==> config.mk <==
export PLATFORM = sky130hd
export DESIGN_NAME = tft_rectangle_fill_stream_flat
export DESIGN_NICKNAME = d
export VERILOG_FILES = /design/src/rtl/tfill_pkg.sv /design/src/rtl/tfill_if.sv /design/src/rtl/tfill_front.sv /design/src/rtl/tfill_queue.sv /design/src/rtl/tfill_back.sv /design/src/rtl/tft_rectangle_fill_stream.sv /design/src/flat_wrapper.sv
export SDC_FILE = /design/constraint.sdc
export NUM_CORES = 1
export LEC_CHECK = 0
export BUFFER_PORTS_ARGS = -buffer_cell sky130_fd_sc_hd__buf_2
export CORE_ASPECT_RATIO = 0.6
export CORE_MARGIN = 5
export CORE_UTILIZATION = 50
export DETAILED_ROUTE_END_ITERATION = 8
export HOLD_SLACK_MARGIN = 0.08
export PLACE_DENSITY_LB_ADDON = 0.05
export SETUP_SLACK_MARGIN = 0.4
export SLEW_MARGIN = 40
export SYNTH_ARGS = -nofsm -noshare
export SYNTH_HDL_FRONTEND = slang
export SYNTH_SLANG_ARGS = --single-unit
==> constraint.sdc <==
create_clock -name clk -period 7.1 [get_ports clk]
set_input_delay 0.355 -clock clk [delete_from_list [all_inputs] [get_ports clk]]
set_output_delay 0.355 -clock clk [all_outputs]
set_load 0.01 [all_outputs]
==> src/rtl/tfill_pkg.sv <==
// Package for the rectangle fill byte stream: constants, register indexes
// and the entry type passed from the front part to the back part.
// No dependencies.
`timescale 1ns / 1ps

package tfill_pkg;

    localparam int unsigned QUEUE_DEPTH = 4;

    localparam logic [7:0] CMD_COL_SET   = 8'h2A;
    localparam logic [7:0] CMD_ROW_SET   = 8'h2B;
    localparam logic [7:0] CMD_MEM_WRITE = 8'h2C;

    localparam logic [9:0] PANEL_WIDTH_RESET  = 10'd128;
    localparam logic [9:0] PANEL_HEIGHT_RESET = 10'd160;

    // Configuration register indexes
    localparam logic REG_PANEL_WIDTH  = 1'b0;
    localparam logic REG_PANEL_HEIGHT = 1'b1;

    // Input command codes
    localparam logic CMD_START = 1'b0;
    localparam logic CMD_TICK  = 1'b1;

    // Classified item, ready for the back part to carry out
    typedef struct packed {
        logic        is_start;
        logic        skip;
        logic        empty_job;
        logic [15:0] start_col;
        logic [15:0] end_col;
        logic [15:0] start_row;
        logic [15:0] end_row;
        logic [15:0] colour;
        logic [15:0] pixels;
    } tfill_entry_t;

    typedef struct packed {
        logic full;
        logic empty;
    } tfill_queue_status_t;

endpackage

==> src/rtl/tfill_if.sv <==
// Channel interfaces: request items, result items and the configuration
// write channel. Depends on nothing but the handshake convention.
`timescale 1ns / 1ps

interface tfill_req_if;
    logic        valid;
    logic        ready;
    logic        command;
    logic [15:0] origin_x;
    logic [15:0] origin_y;
    logic [7:0]  rect_width;
    logic [7:0]  rect_height;
    logic [15:0] fill_colour;

    modport source (output valid, command, origin_x, origin_y, rect_width, rect_height,
                    fill_colour, input ready);
    modport sink   (input valid, command, origin_x, origin_y, rect_width, rect_height,
                    fill_colour, output ready);
endinterface

interface tfill_rsp_if;
    logic       valid;
    logic       ready;
    logic [7:0] byte_out;
    logic       is_data;
    logic       last;

    modport source (output valid, byte_out, is_data, last, input ready);
    modport sink   (input valid, byte_out, is_data, last, output ready);
endinterface

interface tfill_cfg_if;
    logic       valid;
    logic       ready;
    logic       index;
    logic [9:0] data;

    modport source (output valid, index, data, input ready);
    modport sink   (input valid, index, data, output ready);
endinterface

==> src/rtl/tfill_front.sv <==
// Front part: accepts request items, holds the panel size registers and
// turns each request item into a ready-made window entry. Uses tfill_pkg.
`timescale 1ns / 1ps

module tfill_front
(
    input  logic                          clk,
    input  logic                          rst_n,
    tfill_req_if.sink                     req,
    tfill_cfg_if.sink                     cfg,
    input  tfill_pkg::tfill_queue_status_t q_status,
    output logic                          push,
    output tfill_pkg::tfill_entry_t       push_entry
);

    logic [9:0]  panel_width_reg;
    logic [9:0]  panel_height_reg;
    logic        on_panel;
    logic [15:0] pixels;

    assign cfg.ready = 1'b1;

    always_ff @(posedge clk or negedge rst_n)
    begin
        if (!rst_n)
        begin
            panel_width_reg  <= tfill_pkg::PANEL_WIDTH_RESET;
            panel_height_reg <= tfill_pkg::PANEL_HEIGHT_RESET;
        end
        else if (cfg.valid)
        begin
            case (cfg.index)
                tfill_pkg::REG_PANEL_WIDTH:  panel_width_reg  <= cfg.data;
                tfill_pkg::REG_PANEL_HEIGHT: panel_height_reg <= cfg.data;
                default: ;
            endcase
        end
    end

    assign req.ready = !q_status.full;
    assign push      = req.valid && !q_status.full;

    assign on_panel = (req.origin_x < {6'd0, panel_width_reg})
                   && (req.origin_y < {6'd0, panel_height_reg});
    assign pixels = {8'd0, req.rect_width} * {8'd0, req.rect_height};

    always_comb
    begin
        push_entry.is_start  = (req.command == tfill_pkg::CMD_START);
        push_entry.skip      = !on_panel;
        push_entry.empty_job = !on_panel && (pixels == 16'd0);
        push_entry.start_col = req.origin_x;
        push_entry.start_row = req.origin_y;
        push_entry.end_col   = req.origin_x + {8'd0, req.rect_width} - 16'd1;
        push_entry.end_row   = req.origin_y + {8'd0, req.rect_height} - 16'd1;
        push_entry.colour    = req.fill_colour;
        push_entry.pixels    = pixels;
    end

endmodule

==> src/rtl/tfill_queue.sv <==
// Short first-in first-out queue of classified entries between the front
// and back parts. Uses tfill_pkg.
`timescale 1ns / 1ps

module tfill_queue
#(
    parameter int unsigned DEPTH = tfill_pkg::QUEUE_DEPTH
)
(
    input  logic                           clk,
    input  logic                           rst_n,
    input  logic                           push,
    input  tfill_pkg::tfill_entry_t        push_entry,
    input  logic                           pop,
    output tfill_pkg::tfill_entry_t        pop_entry,
    output tfill_pkg::tfill_queue_status_t status
);

    localparam int unsigned PTR_W = (DEPTH > 1) ? $clog2(DEPTH) : 1;
    localparam int unsigned CNT_W = $clog2(DEPTH + 1);
    localparam logic [PTR_W-1:0] LAST_PTR = PTR_W'(DEPTH - 1);

    tfill_pkg::tfill_entry_t slot_reg [DEPTH];
    logic [PTR_W-1:0] wr_ptr_reg, wr_ptr_next;
    logic [PTR_W-1:0] rd_ptr_reg, rd_ptr_next;
    logic [CNT_W-1:0] count_reg, count_next;
    logic             do_push, do_pop;

    assign status.full  = (count_reg == CNT_W'(DEPTH));
    assign status.empty = (count_reg == '0);
    assign do_push      = push && !status.full;
    assign do_pop       = pop && !status.empty;
    assign pop_entry    = slot_reg[rd_ptr_reg];

    always_comb
    begin
        wr_ptr_next = wr_ptr_reg;
        rd_ptr_next = rd_ptr_reg;
        count_next  = count_reg;
        if (do_push)
        begin
            wr_ptr_next = (wr_ptr_reg == LAST_PTR) ? '0 : wr_ptr_reg + 1'b1;
        end
        if (do_pop)
        begin
            rd_ptr_next = (rd_ptr_reg == LAST_PTR) ? '0 : rd_ptr_reg + 1'b1;
        end
        if (do_push && !do_pop)
        begin
            count_next = count_reg + 1'b1;
        end
        else if (do_pop && !do_push)
        begin
            count_next = count_reg - 1'b1;
        end
    end

    always_ff @(posedge clk or negedge rst_n)
    begin
        if (!rst_n)
        begin
            wr_ptr_reg <= '0;
            rd_ptr_reg <= '0;
            count_reg  <= '0;
        end
        else
        begin
            wr_ptr_reg <= wr_ptr_next;
            rd_ptr_reg <= rd_ptr_next;
            count_reg  <= count_next;
        end
    end

    always_ff @(posedge clk)
    begin
        if (do_push)
        begin
            slot_reg[wr_ptr_reg] <= push_entry;
        end
    end

    a_count_bound: assert property (@(posedge clk) disable iff (!rst_n)
        count_reg <= CNT_W'(DEPTH))
        else $error("queue count beyond depth");
    a_full_no_grow: assert property (@(posedge clk) disable iff (!rst_n)
        status.full && !do_pop |=> status.full)
        else $error("full queue lost an entry without a pop");
    a_empty_stays: assert property (@(posedge clk) disable iff (!rst_n)
        status.empty && !push |=> status.empty)
        else $error("empty queue gained an entry without a push");

endmodule

==> src/rtl/tfill_back.sv <==
// Back part: carries out queued entries, walks the window header and the
// colour pixels, and holds the result in an output register. Uses tfill_pkg.
`timescale 1ns / 1ps

module tfill_back
(
    input  logic                           clk,
    input  logic                           rst_n,
    input  tfill_pkg::tfill_entry_t        pop_entry,
    input  tfill_pkg::tfill_queue_status_t q_status,
    output logic                           pop,
    tfill_rsp_if.source                    rsp
);

    localparam logic [3:0] STEP_COL_CMD  = 4'd0;
    localparam logic [3:0] STEP_SC_HI    = 4'd1;
    localparam logic [3:0] STEP_SC_LO    = 4'd2;
    localparam logic [3:0] STEP_EC_HI    = 4'd3;
    localparam logic [3:0] STEP_EC_LO    = 4'd4;
    localparam logic [3:0] STEP_ROW_CMD  = 4'd5;
    localparam logic [3:0] STEP_SR_HI    = 4'd6;
    localparam logic [3:0] STEP_SR_LO    = 4'd7;
    localparam logic [3:0] STEP_ER_HI    = 4'd8;
    localparam logic [3:0] STEP_ER_LO    = 4'd9;
    localparam logic [3:0] STEP_MEM_CMD  = 4'd10;
    localparam logic [3:0] STEP_COLOUR   = 4'd11;

    logic        busy_reg, busy_next;
    logic [3:0]  step_reg, step_next;
    logic        low_half_reg, low_half_next;
    logic [15:0] pixels_reg, pixels_next;
    logic [15:0] start_col_reg, end_col_reg, start_row_reg, end_row_reg, colour_reg;

    logic        out_valid_reg, out_valid_next;
    logic [7:0]  byte_reg, byte_next;
    logic        is_data_reg, is_data_next;
    logic        last_reg, last_next;

    logic        load_ok;
    logic        has_result;
    logic        load_job;

    assign load_ok = !out_valid_reg || rsp.ready;
    assign pop     = load_ok && !q_status.empty;

    assign rsp.valid    = out_valid_reg;
    assign rsp.byte_out = byte_reg;
    assign rsp.is_data  = is_data_reg;
    assign rsp.last     = last_reg;

    always_comb
    begin
        busy_next     = busy_reg;
        step_next     = step_reg;
        low_half_next = low_half_reg;
        pixels_next   = pixels_reg;
        has_result    = 1'b0;
        load_job      = 1'b0;
        byte_next     = byte_reg;
        is_data_next  = 1'b1;
        last_next     = 1'b0;

        if (pop)
        begin
            if (pop_entry.is_start)
            begin
                if (!busy_reg)
                begin
                    load_job      = 1'b1;
                    pixels_next   = pop_entry.pixels;
                    low_half_next = 1'b0;
                    step_next     = pop_entry.skip ? STEP_COLOUR : STEP_COL_CMD;
                    busy_next     = !pop_entry.empty_job;
                end
            end
            else if (busy_reg)
            begin
                if (step_reg != STEP_COLOUR)
                begin
                    has_result = 1'b1;
                    case (step_reg)
                        STEP_COL_CMD: begin byte_next = tfill_pkg::CMD_COL_SET; is_data_next = 1'b0; end
                        STEP_SC_HI:   byte_next = start_col_reg[15:8];
                        STEP_SC_LO:   byte_next = start_col_reg[7:0];
                        STEP_EC_HI:   byte_next = end_col_reg[15:8];
                        STEP_EC_LO:   byte_next = end_col_reg[7:0];
                        STEP_ROW_CMD: begin byte_next = tfill_pkg::CMD_ROW_SET; is_data_next = 1'b0; end
                        STEP_SR_HI:   byte_next = start_row_reg[15:8];
                        STEP_SR_LO:   byte_next = start_row_reg[7:0];
                        STEP_ER_HI:   byte_next = end_row_reg[15:8];
                        STEP_ER_LO:   byte_next = end_row_reg[7:0];
                        default:      begin byte_next = tfill_pkg::CMD_MEM_WRITE; is_data_next = 1'b0; end
                    endcase
                    if (step_reg == STEP_MEM_CMD && pixels_reg == 16'd0)
                    begin
                        last_next = 1'b1;
                        busy_next = 1'b0;
                    end
                    step_next = step_reg + 4'd1;
                end
                else if (pixels_reg == 16'd0)
                begin
                    busy_next = 1'b0;
                end
                else
                begin
                    has_result = 1'b1;
                    if (!low_half_reg)
                    begin
                        byte_next     = colour_reg[15:8];
                        low_half_next = 1'b1;
                    end
                    else
                    begin
                        byte_next     = colour_reg[7:0];
                        low_half_next = 1'b0;
                        pixels_next   = pixels_reg - 16'd1;
                        if (pixels_reg == 16'd1)
                        begin
                            last_next = 1'b1;
                            busy_next = 1'b0;
                        end
                    end
                end
            end
        end

        if (pop)
        begin
            out_valid_next = has_result;
        end
        else if (rsp.ready)
        begin
            out_valid_next = 1'b0;
        end
        else
        begin
            out_valid_next = out_valid_reg;
        end
    end

    always_ff @(posedge clk or negedge rst_n)
    begin
        if (!rst_n)
        begin
            busy_reg      <= 1'b0;
            step_reg      <= STEP_COL_CMD;
            low_half_reg  <= 1'b0;
            pixels_reg    <= '0;
            out_valid_reg <= 1'b0;
        end
        else
        begin
            busy_reg      <= busy_next;
            step_reg      <= step_next;
            low_half_reg  <= low_half_next;
            pixels_reg    <= pixels_next;
            out_valid_reg <= out_valid_next;
        end
    end

    always_ff @(posedge clk)
    begin
        if (load_job)
        begin
            start_col_reg <= pop_entry.start_col;
            end_col_reg   <= pop_entry.end_col;
            start_row_reg <= pop_entry.start_row;
            end_row_reg   <= pop_entry.end_row;
            colour_reg    <= pop_entry.colour;
        end
        if (pop && has_result)
        begin
            byte_reg    <= byte_next;
            is_data_reg <= is_data_next;
            last_reg    <= last_next;
        end
    end

    a_step_range: assert property (@(posedge clk) disable iff (!rst_n)
        step_reg <= STEP_COLOUR)
        else $error("header step beyond colour phase");
    a_colour_has_pixels: assert property (@(posedge clk) disable iff (!rst_n)
        busy_reg && step_reg == STEP_COLOUR |-> pixels_reg != 16'd0)
        else $error("colour phase running with no pixels left");
    a_last_ends_job: assert property (@(posedge clk) disable iff (!rst_n)
        pop && has_result && last_next |=> !busy_reg)
        else $error("final byte sent but job still busy");
    a_no_result_idle: assert property (@(posedge clk) disable iff (!rst_n)
        pop && !busy_reg |-> !has_result)
        else $error("result produced while idle");

endmodule

==> src/rtl/tft_rectangle_fill_stream.sv <==
// Path: the result of a tick item passes through the queue and the back part's
// output register before it is offered.
// Throughput: one item per cycle in; at most one result per cycle out while the
// result side is ready. Items wait only when it stalls long enough to fill the queue.
// Reset (rst_n low, asynchronous): the job goes idle, the queue and output
// register empty, panel size returns to 128 x 160.
`timescale 1ns / 1ps

module tft_rectangle_fill_stream
#(
    parameter int unsigned QUEUE_DEPTH = tfill_pkg::QUEUE_DEPTH
)
(
    input  logic        clk,
    input  logic        rst_n,
    tfill_req_if.sink   req,
    tfill_rsp_if.source rsp,
    tfill_cfg_if.sink   cfg
);

    // Front to back link: the front classifies each item (start or tick),
    // works out the window ends, the pixel count and the panel bounds check,
    // and pushes one entry per accepted item.
    tfill_pkg::tfill_entry_t        push_entry;
    tfill_pkg::tfill_entry_t        pop_entry;
    tfill_pkg::tfill_queue_status_t q_status;
    logic                           push;
    logic                           pop;

    // Accept items and hold the panel size registers.
    tfill_front u_front
    (
        .clk        (clk),
        .rst_n      (rst_n),
        .req        (req),
        .cfg        (cfg),
        .q_status   (q_status),
        .push       (push),
        .push_entry (push_entry)
    );

    // Decouple the two sides so that a stalled output does not stop intake
    // until the queue fills.
    tfill_queue #(
        .DEPTH (QUEUE_DEPTH)
    ) u_queue
    (
        .clk        (clk),
        .rst_n      (rst_n),
        .push       (push),
        .push_entry (push_entry),
        .pop        (pop),
        .pop_entry  (pop_entry),
        .status     (q_status)
    );

    // Advance the header walk and colour pixels; one entry per cycle whenever
    // the output register is free or being drained.
    tfill_back u_back
    (
        .clk       (clk),
        .rst_n     (rst_n),
        .pop_entry (pop_entry),
        .q_status  (q_status),
        .pop       (pop),
        .rsp       (rsp)
    );

endmodule
==> src/flat_wrapper.sv <==
// flat-port wrapper written by rule: the top's interface ports become plain ports
module tft_rectangle_fill_stream_flat 
#(
    parameter int unsigned QUEUE_DEPTH = tfill_pkg::QUEUE_DEPTH
)
  (clk, rst_n, req_valid, req_command, req_origin_x, req_origin_y, req_rect_width, req_rect_height, req_fill_colour, req_ready, rsp_valid, rsp_byte_out, rsp_is_data, rsp_last, rsp_ready, cfg_valid, cfg_index, cfg_data, cfg_ready);
  tfill_req_if req_i ();
  tfill_rsp_if rsp_i ();
  tfill_cfg_if cfg_i ();
  input  logic clk;
  input  logic rst_n;
  input wire logic [$bits(req_i.valid)-1:0] req_valid;
  input wire logic [$bits(req_i.command)-1:0] req_command;
  input wire logic [$bits(req_i.origin_x)-1:0] req_origin_x;
  input wire logic [$bits(req_i.origin_y)-1:0] req_origin_y;
  input wire logic [$bits(req_i.rect_width)-1:0] req_rect_width;
  input wire logic [$bits(req_i.rect_height)-1:0] req_rect_height;
  input wire logic [$bits(req_i.fill_colour)-1:0] req_fill_colour;
  output wire logic [$bits(req_i.ready)-1:0] req_ready;
  output wire logic [$bits(rsp_i.valid)-1:0] rsp_valid;
  output wire logic [$bits(rsp_i.byte_out)-1:0] rsp_byte_out;
  output wire logic [$bits(rsp_i.is_data)-1:0] rsp_is_data;
  output wire logic [$bits(rsp_i.last)-1:0] rsp_last;
  input wire logic [$bits(rsp_i.ready)-1:0] rsp_ready;
  input wire logic [$bits(cfg_i.valid)-1:0] cfg_valid;
  input wire logic [$bits(cfg_i.index)-1:0] cfg_index;
  input wire logic [$bits(cfg_i.data)-1:0] cfg_data;
  output wire logic [$bits(cfg_i.ready)-1:0] cfg_ready;
  assign req_i.valid = req_valid;
  assign req_i.command = req_command;
  assign req_i.origin_x = req_origin_x;
  assign req_i.origin_y = req_origin_y;
  assign req_i.rect_width = req_rect_width;
  assign req_i.rect_height = req_rect_height;
  assign req_i.fill_colour = req_fill_colour;
  assign req_ready = req_i.ready;
  assign rsp_valid = rsp_i.valid;
  assign rsp_byte_out = rsp_i.byte_out;
  assign rsp_is_data = rsp_i.is_data;
  assign rsp_last = rsp_i.last;
  assign rsp_i.ready = rsp_ready;
  assign cfg_i.valid = cfg_valid;
  assign cfg_i.index = cfg_index;
  assign cfg_i.data = cfg_data;
  assign cfg_ready = cfg_i.ready;
  tft_rectangle_fill_stream #(.QUEUE_DEPTH(QUEUE_DEPTH)) u_core (.clk(clk), .rst_n(rst_n), .req(req_i), .rsp(rsp_i), .cfg(cfg_i));
endmodule
==> impl_metrics.tcl <==
set metrics [dict create \
    yosys.area_share.simple_pct 5.16 \
    critPathCaptureType "flop" \
    gp_congestion 0.888 \
    holdWs_ns 0.107 \
    multi_input_area_um2 8050 \
    hold_viol_final 0 \
    r2r_end "u_core.u_back.pixels_reg[9]" \
    regToRegSetupSlack_ns 3.25 \
    final_antenna_net_count 0 \
    die_x_um 297 \
    status "completed" \
    cp_num_cells 16 \
    core_area_um2 49100 \
    ys_seq_elements 536 \
    num_vias 13900 \
    synth_top_family_by_area "multiplexers" \
    synth_seq_area_share_pct 64.1 \
    initial_utilization_pct 50.3 \
    fin_crit_ns 4.59 \
    reg2reg_depth 8 \
    drive_gt1_share_pct 18.5 \
    yosysWarningCount 0 \
    critPathLaunchType "primary input" \
    syn-num-nets 1831 \
    cts_tree "done" \
    path_cells "buf_2, clkinv_1, nor2_1, fa_1, fa_1, fa_1, inv_1, fa_1, inv_1, ha_1, or2_1, o311a_1, a221o_1, a21oi_1, xnor2_1, nor4_2" \
    hold_class "in2reg" \
    cap_violations 0 \
    critical-path-slowest-cell "fa_1" \
    yosys.area_share.xor_xnor_pct 1.31 \
    grt_pass1_wl_um 87200 \
    crit_path_max_incr_delay_ns 0.52 \
    ir_worst_vdd_mv 0.244 \
    async_reset_ff_share_pct 9.33 \
    std_cell_rows 63 \
    regArea_um2 15900 \
    synth_area_per_cell_um2 15.6 \
    ios 94 \
    synthTopCellsByArea "edfxtp_1 (59%), mux4_2 (8.9%), ha_1 (6.2%)" \
    setup.worst_path.start "req_rect_height[3]" \
    crit_family "adder cells" \
    antenna_found_initial 2 \
    synth-compound-area-share_pct 6.39 \
    path_class "in2reg" \
    fin_nets 1989 \
    synthAdderAreaFrac_pct 9.33 \
    synth.largest_area_cell "edfxtp_1" \
    fillCellCount 3822 \
    yosysMostFrequentCell "edfxtp_1" \
    crit_path_end "u_core.u_queue.slot_reg[3][96]" \
    synthDistinctLibCells 79 \
    die_area_um2 54100 \
    power_leakage_nw 10.4 \
    crit_arrival_ns 4.94 \
    fin_skew_ns 0.0193 \
    grt-ovfl-total 0 \
    grt_use_total_pct 21.2 \
    grt_max_degree 66 \
    dr.pass1.iters 7 \
    synth_edf_count 486 \
    synth_common_cells "edfxtp_1 (486), inv_1 (157), ha_1 (122)" \
    fin_area_um2 28200 \
    hold_path_depth 2 \
    place_area_um2 26000 \
    power_w 0.0110 \
    finalSetupTns_ns 0 \
    area_delta_synth_final_pct 14.1 \
    max-clock-path-buffers 3 \
    min_period_over_period_pct 64.6 \
    fp.dieH_um 182 \
    r2r-start "u_core.u_queue.rd_ptr_reg[1]" \
    synthCells 1589 \
    worstPathRequired_ns 7.45 \
    htreeDepth 2 \
    clock-sinks 536 \
    worst_pin_slew_ns 0.855 \
    synth_mux_area_share_pct 10.1 \
    worstPathBufferInverterCount 4 \
    crit_fanout 8 \
    synth_top_area_share_pct 59.0 \
    crit_top_cell "fa_1" \
    synth-main-ff-cell "edfxtp_1" \
    io_buffers 92 \
    viasPerCell 5.70 \
    wl_um 57500 \
    cts_resized 0 \
    slew_headroom_pct 43.0 \
    dp_hpwl_um 39300 \
    finalSetupViolCount 0 \
    clock.fmax_mhz 218 \
    wl_per_cell_um 23.6 \
    grt_pass1_vias 13800 \
    clock_latency_ns 0.57 \
    clk_pin_slew_ns 0.06 \
    powerDensity_nw_per_um2 390 \
    root_buffer "clkbuf_16" \
    rsz0062_at_grt "no" \
    maxSlewViolCount 0 \
    netlist_area_um2 24700 \
    drtIter0Drc 1157 \
    largest_register_ffs 396 \
    route.detailed.drc 0 \
    cts-buffers-inserted 49 \
]
## per-layer routing
layer,GRT usage [%],share of wire (%)
met1,34.2,49
met2,30.5,42
met3,4.07,6.6
met4,4.03,1.7
met5,0,0.023
## logic make-up after synthesis
logic type,after synthesis
multiplexers,126
AND/OR/NAND/NOR,267
buffers and inverters,221
AO/OA/AOI/OAI,240
XOR/XNOR,37
other,1
flip-flops,536
adder cells (fa/ha/maj),161
## power by group
group,switching (W),internal [W]
Clock,0.00118,0.00163
Sequential,0.000303,0.00438
Combinational,0.00213,0.00138
## stage by stage
stage	setup slack (ns)	util, %	instances
floorplan	1.52	-	1589
global placement	2.07	52.8	2295
detailed placement	1.96	52.9	2297
CTS	2.56	57.4	2437
global route	2.24	57.4	2437
finish	2.51	57.5	2438
## area by class of cell
class | count | share of cell area [%]
inverter | 168 | 2.24
tap | 650 | 2.88
multi-input combinational | 832 | 28.5
clock inverter | 35 | 1.62
antenna | 1 | 0.00887
sequential | 536 | 56.2
clock buffer | 56 | 4.51
timing repair buffer | 160 | 3.99
## how the worst min path moves through the flow
stage	startpoint	to	slack (ns)
after CTS	req_origin_y[5]	u_core.u_queue.slot_reg[3][53]	0.09
after global routing	req_origin_y[5]	u_core.u_queue.slot_reg[2][53]	0.08
after detailed placement	u_core.u_back.pixels_reg[6]	u_core.u_back.pixels_reg[6]	0.49
after floorplan	rst_n	u_core.u_back.busy_reg	0.06
final	req_command	u_core.u_queue.slot_reg[1][98]	0.11
after global placement	u_core.u_back.pixels_reg[6]	u_core.u_back.pixels_reg[6]	0.49
## worst reg2reg max path: stages, from the launching register on
cell,delay (ns)
dfrtp_4,0.87
mux2_2,0.41
o21ai_1,0.21
clkinv_2,0.60
mux2i_1,0.32
nor3_2,0.25
nor2b_1,0.61
o21ai_0,0.19
a22o_1,0.27
## timing repair
item,in CTS,in global routing
hold buffers,49,0
setup buffers,0,0
endpoints found under the hold margin,215,0
## placed cells by master, fill, tap and decap left out, drive strengths merged, types with 28 or more instances in the layout
cell type,n
ha,122
nor2,98
clkbuf,56
dfrtp,47
buf,111
o21ai,71
nand2,62
edfxtp,486
fa,39
dlygate4sd3,49
a21oi,54
mux4,98
clkinv,28
inv,160
No activity file was read; power rests on OpenSTA's default activity.
